===== config.mk =====
export PLATFORM = sky130hd
export DESIGN_NAME = aesm_keys
export DESIGN_NICKNAME = d
export VERILOG_FILES = /design/src/rtl/core/aesm_pkg.sv /design/src/rtl/core/aesm_keys.sv
export SDC_FILE = /design/constraint.sdc
export NUM_CORES = 2
export LEC_CHECK = 0
export BUFFER_PORTS_ARGS = -buffer_cell sky130_fd_sc_hd__buf_2
export CORE_MARGIN = 10
export CORE_UTILIZATION = 40
export DETAILED_ROUTE_END_ITERATION = 16
export HOLD_SLACK_MARGIN = 0.15
export SETUP_SLACK_MARGIN = 0.05
export SKIP_LAST_GASP = 1
export SLEW_MARGIN = 20
export SYNTH_ARGS = -nofsm -noshare
export SYNTH_HDL_FRONTEND = slang
export SYNTH_SLANG_ARGS = --single-unit

===== constraint.sdc =====
create_clock -name clk_i -period 13.2 [get_ports clk_i]
set_input_delay 0.66 -clock clk_i [delete_from_list [all_inputs] [get_ports clk_i]]
set_output_delay 0.66 -clock clk_i [all_outputs]
set_load 0.02 [all_outputs]

===== src/rtl/core/aesm_pkg.sv =====
// shared types, tables and round functions for the aes block mode engine
`timescale 1ns / 1ps
package aesm_pkg;

  localparam int unsigned KeyBits   = 256;
  localparam int unsigned BlockBits = 128;
  localparam int unsigned RkRows    = 16;
  localparam int unsigned RkAddrW   = $clog2(RkRows);

  localparam logic [3:0] NR_128 = 4'd10;
  localparam logic [3:0] NR_192 = 4'd12;
  localparam logic [3:0] NR_256 = 4'd14;

  typedef enum logic [2:0] {
    CFG_KEY0  = 3'd0,
    CFG_KEY1  = 3'd1,
    CFG_KEY2  = 3'd2,
    CFG_KEY3  = 3'd3,
    CFG_KSIZE = 3'd4,
    CFG_MODE  = 3'd5,
    CFG_DIR   = 3'd6
  } cfg_reg_e;

  typedef enum logic [1:0] {
    KS_128 = 2'd0,
    KS_192 = 2'd1,
    KS_256 = 2'd2
  } key_size_e;

  typedef enum logic [1:0] {
    MODE_ECB    = 2'd0,
    MODE_CBC    = 2'd1,
    MODE_CFB8   = 2'd2,
    MODE_CFB128 = 2'd3
  } cipher_mode_e;

  typedef enum logic {
    OP_DATA = 1'b0,
    OP_LOAD = 1'b1
  } operation_e;

  typedef enum logic [2:0] {
    ST_IDLE,
    ST_FETCH,
    ST_INIT,
    ST_ROUND,
    ST_WB
  } aesm_state_e;

  // key schedule request from the control side
  typedef struct packed {
    logic       start;
    logic [1:0] key_size;
  } kexp_req_t;

  localparam logic [7:0] SBOX [256] = '{
    8'h63, 8'h7c, 8'h77, 8'h7b, 8'hf2, 8'h6b, 8'h6f, 8'hc5,
    8'h30, 8'h01, 8'h67, 8'h2b, 8'hfe, 8'hd7, 8'hab, 8'h76,
    8'hca, 8'h82, 8'hc9, 8'h7d, 8'hfa, 8'h59, 8'h47, 8'hf0,
    8'had, 8'hd4, 8'ha2, 8'haf, 8'h9c, 8'ha4, 8'h72, 8'hc0,
    8'hb7, 8'hfd, 8'h93, 8'h26, 8'h36, 8'h3f, 8'hf7, 8'hcc,
    8'h34, 8'ha5, 8'he5, 8'hf1, 8'h71, 8'hd8, 8'h31, 8'h15,
    8'h04, 8'hc7, 8'h23, 8'hc3, 8'h18, 8'h96, 8'h05, 8'h9a,
    8'h07, 8'h12, 8'h80, 8'he2, 8'heb, 8'h27, 8'hb2, 8'h75,
    8'h09, 8'h83, 8'h2c, 8'h1a, 8'h1b, 8'h6e, 8'h5a, 8'ha0,
    8'h52, 8'h3b, 8'hd6, 8'hb3, 8'h29, 8'he3, 8'h2f, 8'h84,
    8'h53, 8'hd1, 8'h00, 8'hed, 8'h20, 8'hfc, 8'hb1, 8'h5b,
    8'h6a, 8'hcb, 8'hbe, 8'h39, 8'h4a, 8'h4c, 8'h58, 8'hcf,
    8'hd0, 8'hef, 8'haa, 8'hfb, 8'h43, 8'h4d, 8'h33, 8'h85,
    8'h45, 8'hf9, 8'h02, 8'h7f, 8'h50, 8'h3c, 8'h9f, 8'ha8,
    8'h51, 8'ha3, 8'h40, 8'h8f, 8'h92, 8'h9d, 8'h38, 8'hf5,
    8'hbc, 8'hb6, 8'hda, 8'h21, 8'h10, 8'hff, 8'hf3, 8'hd2,
    8'hcd, 8'h0c, 8'h13, 8'hec, 8'h5f, 8'h97, 8'h44, 8'h17,
    8'hc4, 8'ha7, 8'h7e, 8'h3d, 8'h64, 8'h5d, 8'h19, 8'h73,
    8'h60, 8'h81, 8'h4f, 8'hdc, 8'h22, 8'h2a, 8'h90, 8'h88,
    8'h46, 8'hee, 8'hb8, 8'h14, 8'hde, 8'h5e, 8'h0b, 8'hdb,
    8'he0, 8'h32, 8'h3a, 8'h0a, 8'h49, 8'h06, 8'h24, 8'h5c,
    8'hc2, 8'hd3, 8'hac, 8'h62, 8'h91, 8'h95, 8'he4, 8'h79,
    8'he7, 8'hc8, 8'h37, 8'h6d, 8'h8d, 8'hd5, 8'h4e, 8'ha9,
    8'h6c, 8'h56, 8'hf4, 8'hea, 8'h65, 8'h7a, 8'hae, 8'h08,
    8'hba, 8'h78, 8'h25, 8'h2e, 8'h1c, 8'ha6, 8'hb4, 8'hc6,
    8'he8, 8'hdd, 8'h74, 8'h1f, 8'h4b, 8'hbd, 8'h8b, 8'h8a,
    8'h70, 8'h3e, 8'hb5, 8'h66, 8'h48, 8'h03, 8'hf6, 8'h0e,
    8'h61, 8'h35, 8'h57, 8'hb9, 8'h86, 8'hc1, 8'h1d, 8'h9e,
    8'he1, 8'hf8, 8'h98, 8'h11, 8'h69, 8'hd9, 8'h8e, 8'h94,
    8'h9b, 8'h1e, 8'h87, 8'he9, 8'hce, 8'h55, 8'h28, 8'hdf,
    8'h8c, 8'ha1, 8'h89, 8'h0d, 8'hbf, 8'he6, 8'h42, 8'h68,
    8'h41, 8'h99, 8'h2d, 8'h0f, 8'hb0, 8'h54, 8'hbb, 8'h16
  };

  localparam logic [7:0] INV_SBOX [256] = '{
    8'h52, 8'h09, 8'h6a, 8'hd5, 8'h30, 8'h36, 8'ha5, 8'h38,
    8'hbf, 8'h40, 8'ha3, 8'h9e, 8'h81, 8'hf3, 8'hd7, 8'hfb,
    8'h7c, 8'he3, 8'h39, 8'h82, 8'h9b, 8'h2f, 8'hff, 8'h87,
    8'h34, 8'h8e, 8'h43, 8'h44, 8'hc4, 8'hde, 8'he9, 8'hcb,
    8'h54, 8'h7b, 8'h94, 8'h32, 8'ha6, 8'hc2, 8'h23, 8'h3d,
    8'hee, 8'h4c, 8'h95, 8'h0b, 8'h42, 8'hfa, 8'hc3, 8'h4e,
    8'h08, 8'h2e, 8'ha1, 8'h66, 8'h28, 8'hd9, 8'h24, 8'hb2,
    8'h76, 8'h5b, 8'ha2, 8'h49, 8'h6d, 8'h8b, 8'hd1, 8'h25,
    8'h72, 8'hf8, 8'hf6, 8'h64, 8'h86, 8'h68, 8'h98, 8'h16,
    8'hd4, 8'ha4, 8'h5c, 8'hcc, 8'h5d, 8'h65, 8'hb6, 8'h92,
    8'h6c, 8'h70, 8'h48, 8'h50, 8'hfd, 8'hed, 8'hb9, 8'hda,
    8'h5e, 8'h15, 8'h46, 8'h57, 8'ha7, 8'h8d, 8'h9d, 8'h84,
    8'h90, 8'hd8, 8'hab, 8'h00, 8'h8c, 8'hbc, 8'hd3, 8'h0a,
    8'hf7, 8'he4, 8'h58, 8'h05, 8'hb8, 8'hb3, 8'h45, 8'h06,
    8'hd0, 8'h2c, 8'h1e, 8'h8f, 8'hca, 8'h3f, 8'h0f, 8'h02,
    8'hc1, 8'haf, 8'hbd, 8'h03, 8'h01, 8'h13, 8'h8a, 8'h6b,
    8'h3a, 8'h91, 8'h11, 8'h41, 8'h4f, 8'h67, 8'hdc, 8'hea,
    8'h97, 8'hf2, 8'hcf, 8'hce, 8'hf0, 8'hb4, 8'he6, 8'h73,
    8'h96, 8'hac, 8'h74, 8'h22, 8'he7, 8'had, 8'h35, 8'h85,
    8'he2, 8'hf9, 8'h37, 8'he8, 8'h1c, 8'h75, 8'hdf, 8'h6e,
    8'h47, 8'hf1, 8'h1a, 8'h71, 8'h1d, 8'h29, 8'hc5, 8'h89,
    8'h6f, 8'hb7, 8'h62, 8'h0e, 8'haa, 8'h18, 8'hbe, 8'h1b,
    8'hfc, 8'h56, 8'h3e, 8'h4b, 8'hc6, 8'hd2, 8'h79, 8'h20,
    8'h9a, 8'hdb, 8'hc0, 8'hfe, 8'h78, 8'hcd, 8'h5a, 8'hf4,
    8'h1f, 8'hdd, 8'ha8, 8'h33, 8'h88, 8'h07, 8'hc7, 8'h31,
    8'hb1, 8'h12, 8'h10, 8'h59, 8'h27, 8'h80, 8'hec, 8'h5f,
    8'h60, 8'h51, 8'h7f, 8'ha9, 8'h19, 8'hb5, 8'h4a, 8'h0d,
    8'h2d, 8'he5, 8'h7a, 8'h9f, 8'h93, 8'hc9, 8'h9c, 8'hef,
    8'ha0, 8'he0, 8'h3b, 8'h4d, 8'hae, 8'h2a, 8'hf5, 8'hb0,
    8'hc8, 8'heb, 8'hbb, 8'h3c, 8'h83, 8'h53, 8'h99, 8'h61,
    8'h17, 8'h2b, 8'h04, 8'h7e, 8'hba, 8'h77, 8'hd6, 8'h26,
    8'he1, 8'h69, 8'h14, 8'h63, 8'h55, 8'h21, 8'h0c, 8'h7d
  };

  function automatic logic [7:0] sbox(input logic [7:0] b);
    return SBOX[b];
  endfunction

  function automatic logic [7:0] inv_sbox(input logic [7:0] b);
    return INV_SBOX[b];
  endfunction

  // multiply by x in gf(2^8)
  function automatic logic [7:0] xtime(input logic [7:0] b);
    return {b[6:0], 1'b0} ^ (b[7] ? 8'h1b : 8'h00);
  endfunction

  // number of rounds, key size code three runs as 256-bit
  function automatic logic [3:0] num_rounds(input logic [1:0] ks);
    logic [3:0] nr;
    case (ks)
      KS_128:  nr = NR_128;
      KS_192:  nr = NR_192;
      default: nr = NR_256;
    endcase
    return nr;
  endfunction

  function automatic logic [31:0] mix_col(input logic [31:0] col);
    logic [7:0] a0, a1, a2, a3;
    a0 = col[31:24];
    a1 = col[23:16];
    a2 = col[15:8];
    a3 = col[7:0];
    return {xtime(a0) ^ xtime(a1) ^ a1 ^ a2 ^ a3,
            a0 ^ xtime(a1) ^ xtime(a2) ^ a2 ^ a3,
            a0 ^ a1 ^ xtime(a2) ^ xtime(a3) ^ a3,
            xtime(a0) ^ a0 ^ a1 ^ a2 ^ xtime(a3)};
  endfunction

  function automatic logic [31:0] inv_mix_col(input logic [31:0] col);
    logic [7:0] a [4];
    logic [7:0] m9 [4];
    logic [7:0] m11 [4];
    logic [7:0] m13 [4];
    logic [7:0] m14 [4];
    logic [7:0] x2, x4, x8;
    for (int i = 0; i < 4; i++) begin
      a[i]   = col[31-8*i -: 8];
      x2     = xtime(a[i]);
      x4     = xtime(x2);
      x8     = xtime(x4);
      m9[i]  = x8 ^ a[i];
      m11[i] = x8 ^ x2 ^ a[i];
      m13[i] = x8 ^ x4 ^ a[i];
      m14[i] = x8 ^ x4 ^ x2;
    end
    return {m14[0] ^ m11[1] ^ m13[2] ^ m9[3],
            m9[0] ^ m14[1] ^ m11[2] ^ m13[3],
            m13[0] ^ m9[1] ^ m14[2] ^ m11[3],
            m11[0] ^ m13[1] ^ m9[2] ^ m14[3]};
  endfunction

endpackage


===== src/rtl/core/aesm_keys.sv =====
// key expansion sequencer and round key memory
`timescale 1ns / 1ps
module aesm_keys (
  input  logic                            clk_i,
  input  logic                            rst_ni,
  input  aesm_pkg::kexp_req_t             req_i,
  input  logic [aesm_pkg::KeyBits-1:0]    key_i,
  input  logic [aesm_pkg::RkAddrW-1:0]    rd_addr_i,
  output logic [aesm_pkg::BlockBits-1:0]  rk_o,
  output logic                            busy_o
);
  import aesm_pkg::*;

  logic                 busy_q, busy_d;
  logic [5:0]           idx_q, idx_d;
  logic [2:0]           imod_q, imod_d;
  logic [7:0]           rcon_q, rcon_d;
  logic [31:0]          win_q [8];
  logic [95:0]          row_q;
  logic [BlockBits-1:0] mem [RkRows];
  logic [BlockBits-1:0] rk_q;

  logic [2:0]  nk_m1, widx;
  logic [5:0]  last_idx;
  logic [31:0] w_prev, w_back, t, w_new;
  logic        from_key;

  // schedule shape from key size
  always_comb begin
    case (req_i.key_size)
      KS_128: begin
        nk_m1    = 3'd3;
        last_idx = 6'd43;
      end
      KS_192: begin
        nk_m1    = 3'd5;
        last_idx = 6'd51;
      end
      default: begin
        nk_m1    = 3'd7;
        last_idx = 6'd59;
      end
    endcase
  end

  // next schedule word
  always_comb begin
    widx     = 3'd7 - idx_q[2:0];
    from_key = idx_q <= {3'b000, nk_m1};
    w_prev   = win_q[0];
    case (nk_m1)
      3'd3:    w_back = win_q[3];
      3'd5:    w_back = win_q[5];
      default: w_back = win_q[7];
    endcase
    t = w_prev;
    if (imod_q == 3'd0) begin
      t = {sbox(w_prev[23:16]) ^ rcon_q, sbox(w_prev[15:8]),
           sbox(w_prev[7:0]), sbox(w_prev[31:24])};
    end else if (nk_m1 == 3'd7 && imod_q == 3'd4) begin
      t = {sbox(w_prev[31:24]), sbox(w_prev[23:16]),
           sbox(w_prev[15:8]), sbox(w_prev[7:0])};
    end
    w_new = from_key ? key_i[widx*32 +: 32] : (w_back ^ t);
  end

  // sequencer counters
  always_comb begin
    busy_d = busy_q;
    idx_d  = idx_q;
    imod_d = imod_q;
    rcon_d = rcon_q;
    if (req_i.start) begin
      busy_d = 1'b1;
      idx_d  = '0;
      imod_d = '0;
      rcon_d = 8'h01;
    end else if (busy_q) begin
      idx_d  = idx_q + 6'd1;
      imod_d = (imod_q == nk_m1) ? 3'd0 : imod_q + 3'd1;
      if (!from_key && imod_q == 3'd0) begin
        rcon_d = xtime(rcon_q);
      end
      if (idx_q == last_idx) begin
        busy_d = 1'b0;
      end
    end
  end

  always_ff @(posedge clk_i or negedge rst_ni) begin
    if (!rst_ni) begin
      busy_q <= 1'b1;
      idx_q  <= '0;
      imod_q <= '0;
      rcon_q <= 8'h01;
    end else begin
      busy_q <= busy_d;
      idx_q  <= idx_d;
      imod_q <= imod_d;
      rcon_q <= rcon_d;
    end
  end

  // word window and row assembly
  always_ff @(posedge clk_i) begin
    if (busy_q && !req_i.start) begin
      win_q[0] <= w_new;
      for (int j = 1; j < 8; j++) begin
        win_q[j] <= win_q[j-1];
      end
      row_q <= {row_q[63:0], w_new};
    end
  end

  // round key memory, one row per round key
  always_ff @(posedge clk_i) begin
    if (busy_q && !req_i.start && idx_q[1:0] == 2'b11) begin
      mem[idx_q[5:2]] <= {row_q, w_new};
    end
    rk_q <= mem[rd_addr_i];
  end

  assign rk_o   = rk_q;
  assign busy_o = busy_q;

endmodule


# Yosys cells after proc, flatten, opt, wreduce, memory -nomap -nowiden
# Memory sizes are Yosys's and may differ from the RTL's. A register that Yosys moved wholly into a read port is not among the register bits.
# Index checks and enable logic that the tools add are counted.
dict set report classes {
  addsub 3
  n_mul 0
  div_mod_pow 0
  magnitude_cmp 5
  eq_ne 8
  shift 1
  muxes 30
  bitwise_logic 7
  n_reduce_logical 11
}
# op count
set op_table {}
lappend op_table {{variable part select 256 x 9 -> 32 bit} 1}
lappend op_table {{2-to-1 mux 32 bit} 3}
lappend op_table {{2-to-1 mux 8 bit} 11}
lappend op_table {{case mux 32 bit (2 select lines)} 1}
lappend op_table {{>= comparator 9 bit, second input constant} 4}
lappend op_table {{NOT 8 -> 9 bit} 4}
lappend op_table {{XOR 32 bit} 1}
lappend op_table {{2-to-1 mux 6 bit} 2}
lappend op_table {{case mux 5 bit (2 select lines)} 1}
lappend op_table {{== test 3 bit, second input constant} 3}
lappend op_table {{2-to-1 mux 3 bit} 3}
lappend op_table {{XOR 8 x 5 -> 8 bit} 1}
lappend op_table {{XOR 8 bit} 1}
lappend op_table {{2-to-1 mux 1 bit} 7}
lappend op_table {{adder 6 x 1 -> 6 bit, second input constant} 1}
lappend op_table {{== test 6 bit} 1}
lappend op_table {{less-or-equal comparator 6 x 3 -> 1 bit} 1}
lappend op_table {{case mux 3 bit (2 select lines)} 1}
lappend op_table {{2-to-1 mux 5 bit} 1}
lappend op_table {{logical AND 1 bit} 4}
lappend op_table {{nonzero test 2 bit} 2}
lappend op_table {{adder 3 x 1 -> 3 bit, second input constant} 1}
lappend op_table {{== test 3 x 2 -> 1 bit, second input constant} 1}
lappend op_table {{== test 3 bit} 1}
lappend op_table {{other kinds (7)} 8}
dict set report word_totals {
  register_bits 114
  latch_bits 0
  ram_bits 2304
  mem_bits_ro 8192
  in_bits 265
  out_inout_bits 129
  n_memories 6
}
# name words word_bits read_ports rd_clocked_by_memory_dff write_ports line
set mem_list {}
lappend mem_list {{(name not given)} 256 8 1 0 0 aesm_pkg.sv:127} ;# return SBOX[b];
lappend mem_list {{(name not given)} 256 8 1 0 0 aesm_pkg.sv:127}
lappend mem_list {{(name not given)} 256 8 1 0 0 aesm_pkg.sv:127}
lappend mem_list {{(name not given)} 256 8 1 0 0 aesm_pkg.sv:127}
lappend mem_list {mem 16 128 1 1 1 aesm_keys.sv:20} ;# logic [BlockBits-1:0] mem [RkRows];
lappend mem_list {win_q 8 32 8 0 8 aesm_keys.sv:18} ;# logic [31:0] win_q [8];

# Depth between registers and ports, before layout
# An unclocked memory read counts as a cell.
dict set report logic_depth {
  depth_word 9
  depth_mapped 16
}

# Least setup slack after synthesis
# OpenSTA, ideal clock, no wires.
dict set report synth_timing {
  path_kind {input -> register}
  start {input req_i[2] in the netlist's numbering}
  end {register imod_q[2]}
  setup_ns 0.079
  arrival_time_ns 12.927
  required_time_ns 13.121
  setup_slack_ns 0.193
  cell_stages 4
  n_path_buf 0
  cell_sequence {nor2b_1 > a21boi_0 > a21oi_1 > mux2i_1}
}
dict set report synth_via {
  elab_chain_cells 1
}
# item line
set synth_rtl {}
lappend synth_rtl {{start: declaration} aesm_keys.sv:6} ;# input aesm_pkg::kexp_req_t req_i,
lappend synth_rtl {{2-to-1 mux 3 bit / nonzero test 2 bit (equally long branches)} --}
lappend synth_rtl {{end signal: assignment} aesm_keys.sv:99} ;# imod_q <= imod_d;
lappend synth_rtl {{end: declaration} aesm_keys.sv:16} ;# logic [2:0] imod_q, imod_d;
# Several ways; a longest one is shown, not always the timed one.
# A chain may end at the register's enable or synchronous reset.

==> run metrics <==
Starting Density between 40 and 50%; CP max stage delay 1.00 ns; CP arrival 6.38 ns; DP HPWL 206 mm; TNS Setup 0 ns; Resize count post-CTS 0; ys async rst share 0.735%; Placed Cells just under 10000; FF+latch area ~72000 um^2; pwr dens 157 nW/um^2; Fillers about 22000; ranking of synthesized cells by area edfxtp_1 65%, mux4_2 15%, dfxtp_1 2.4%; Total GRT Usage roughly 23%; Fin Clk Skew 0.0638 ns; initial antenna violation count 31; die area roughly 290000 um^2; Worst-path clk slew around 0.07 ns; Worst-Margin Slew between 1 and 1.5 ns; Worst slew margin a little under a quarter; commonest non-fill, non-tap cell in the layout edfxtp_1; CTS tree done; Synth Instances around 6000; share of cells above drive strength 1 26.9%; Die Wd 534 um; crit path kind reg2reg; GPL Wtd Cong approximately 0.99; RSZ-0062 raised after global routing no; Residual DRC 0; Cell Area, Synth roughly 110000 um^2; critical path cell sequence buf_4 -> inv_1 -> ha_1 -> nor2b_1 -> nor3_1 -> nor2_1 -> o311a_1 -> o32ai_1 -> a311o_1 -> o211ai_1 -> xnor2_1 -> a21oi_1; DR vias/cell between 6 and 7; Core Box Area roughly 260000 um^2; # port buffers 393; row cnt roughly 190; syn_area_per_cell about 17 um^2; Area Overhead vs Synth 13.4%; Netlist cell types 98; Root Buffer clkbuf_16; Avg WL per Cell about 34 um; routed length on met2 162 mm; first-pass GRT wire length 482 mm; Synth area leader edfxtp_1; Metal-1 WL around 140 mm; total wire length about 340 mm; TritonCTS Buffers between 200 and 250; reg-to-reg startpoint row_q[1]; Vias a little over 60000; clock sinks roughly 2500; CP Launch Point row_q[1]; register area share after synthesis slightly below 70%; number of flops mapped to enable cells by yosys 2304; largest net degree at the start of global routing ~160; ys flop type edfxtp_1; period utilisation layout 44.1%; multi-input logic area approximately 31000 um^2; H-Tree Level Count 4; Detail Route met3 WL approximately 25 mm; LEAKAGE slightly below 40 nW; endpoint type of the worst setup path register; CP bufs+invs 2; Hold Vio Cnt, Final 0; grt total ovfl 0; DRT antenna net count 0; first drt pass iteration count 8; Longest Clk Path Bufs 3; Hold Crit Start rd_addr_i[3]; Die Y approximately 530 um; required time of the critical path roughly 14 ns; Setup crit start kind register; worst skew pair latency between 0.9 and 1 ns; #FFs+latches synth 2450; synth warn 0; maxcap violations 0; crit-path leading delay family compound AO/OA/AOI/OAI gates; most frequent cells in the layout 2304 x edfxtp_1, 706 x mux4_2, 389 x buf_2; Critical Path Slowest Stage Cell ha_1; Max Slew Vio Count 0; Syn Nets ~6400; Synth top area share about two thirds; Worst IR Drop VDD 142 uV; HP Class in2reg; io pins 394; status complete, no violations; DR top layer met5; Final setup viols 0; FMAX roughly 0.17 GHz; Final Critical Period around 5.8 ns; area post-placement ~110000 um^2; cell area after layout roughly 120000 um^2; Final nets about 6700; CP Max Fanout 61; starting DRC count in detailed routing between 8000 and 9000; vias in the first global route 62600; fin cells approximately 10000
logic make-up (layout without fill, tap and decap cells):
| family | after synthesis | count (layout) | share of synthesized area (%) |
|---|---|---|---|
| flops | 2450 | 2450 | 68.4 |
| compound gates | 1087 | 1087 | 7.08 |
| simple gates | 1016 | 1016 | 4.91 |
| mux | 823 | 823 | 16.2 |
| buf+inv | 540 | 1066 | 2.23 |
| fa+ha+maj | 65 | 65 | 0.770 |
| xor+xnor | 57 | 57 | 0.473 |
| other cells | 0 | 9 | 0 |
flip-flops by register name, summed over array words and instances (netlist names):
register / cells
win_q: 161
rcon_q: 8
row_q: 95
busy_o: 1
mem: 2048
imod_q: 3
idx_q: 6
rk_o: 128
worst reg2reg max path: cells and delay by family, from the launching register on:
| kind | cells | cell delay (ns) |
|---|---|---|
| fa+ha+maj | 1 | 1.01 |
| compound gates | 5 | 2.08 |
| xor+xnor | 1 | 0.21 |
| buf+inv | 2 | 0.98 |
| flops | 1 | 0.33 |
| simple gates | 3 | 0.82 |
through the flow:
step	hold WS, ns	utilization [%]	power [W]	setup WS [ns]
6_report	0.287	45.6	0.0188	7.38
5_1_grt	0.262	45.6	0.0194	7.24
4_1_cts	0.240	45.6	0.0189	7.33
3_5_place_dp	0.405	42.5	0.0119	7.40
3_3_place_gp	0.403	42.5	0.0119	7.44
2_1_floorplan	0.364	-	0.0107	0.193
synthesized netlist by cell type (17+ instances only):
| library cell | n |
|---|---|
| a31oi_1 | 63 |
| mux2i_1 | 95 |
| a211oi_1 | 99 |
| nand2b_1 | 113 |
| nand3_1 | 97 |
| buf_1 | 76 |
| nor2_1 | 199 |
| nor3_1 | 92 |
| mux4_2 | 706 |
| nor3b_1 | 22 |
| a211o_1 | 19 |
| xnor2_1 | 43 |
| a311oi_1 | 60 |
| edfxtp_1 | 2304 |
| o32ai_1 | 17 |
| o21ai_0 | 176 |
| clkbuf_1 | 269 |
| and2_1 | 32 |
| o311ai_0 | 28 |
| or2_2 | 22 |
| nand2_1 | 213 |
| a21oi_1 | 262 |
| ha_1 | 65 |
| a221oi_1 | 22 |
| or3_1 | 28 |
| mux2_2 | 21 |
| a311o_1 | 19 |
| dfxtp_1 | 128 |
| a2111oi_0 | 22 |
| nor2b_1 | 115 |
| buf_4 | 27 |
| o221ai_1 | 30 |
| buf_2 | 111 |
| inv_1 | 39 |
| o211ai_1 | 50 |
| o22ai_1 | 27 |
| o31ai_1 | 31 |
timing repair:
item,4_1_cts,5_1_grt
setup buffers,0,0
hold endpoints to repair,26,0
hold buffers,2,0
cell type report:
type	instances	share of cell area, %
clock buffers	293	5.22
diodes	9	0.0188
flip-flops and latches	2450	60.3
inverters	44	0.138
clock inverters	152	1.60
repair buffers	577	2.97
multi-input cells	3048	26.1
well taps	3515	3.67
metal layers:
metal | up-vias | global-route usage [%]
met5 | - | 0
met3 | 496 | 3.81
met4 | 4 | 6.57
met2 | 3173 | 37.2
li1 | 25500 | -
met1 | 33100 | 32.7
worst paths after layout:
| kind | endpoint | slack (ns) | cells after the start |
|---|---|---|---|
| max | mem[12][15] | 7.38 | 12 |
| min | rk_o[99] | 0.29 | 2 |
| max reg2reg | mem[12][15] | 7.38 | 12 |
| min reg2reg | win_q[1][54] | 0.41 | 0 |
| max in group asynchronous | busy_o | 12.43 | 2 |
| min in group asynchronous | rcon_q[1] | 0.39 | 2 |
power by group:
part,switching [W],internal (W)
clock,0.00298,0.00405
sequential,0.000166,0.00879
combinational,0.00191,0.000888
(Power assumes the default switching activity.)
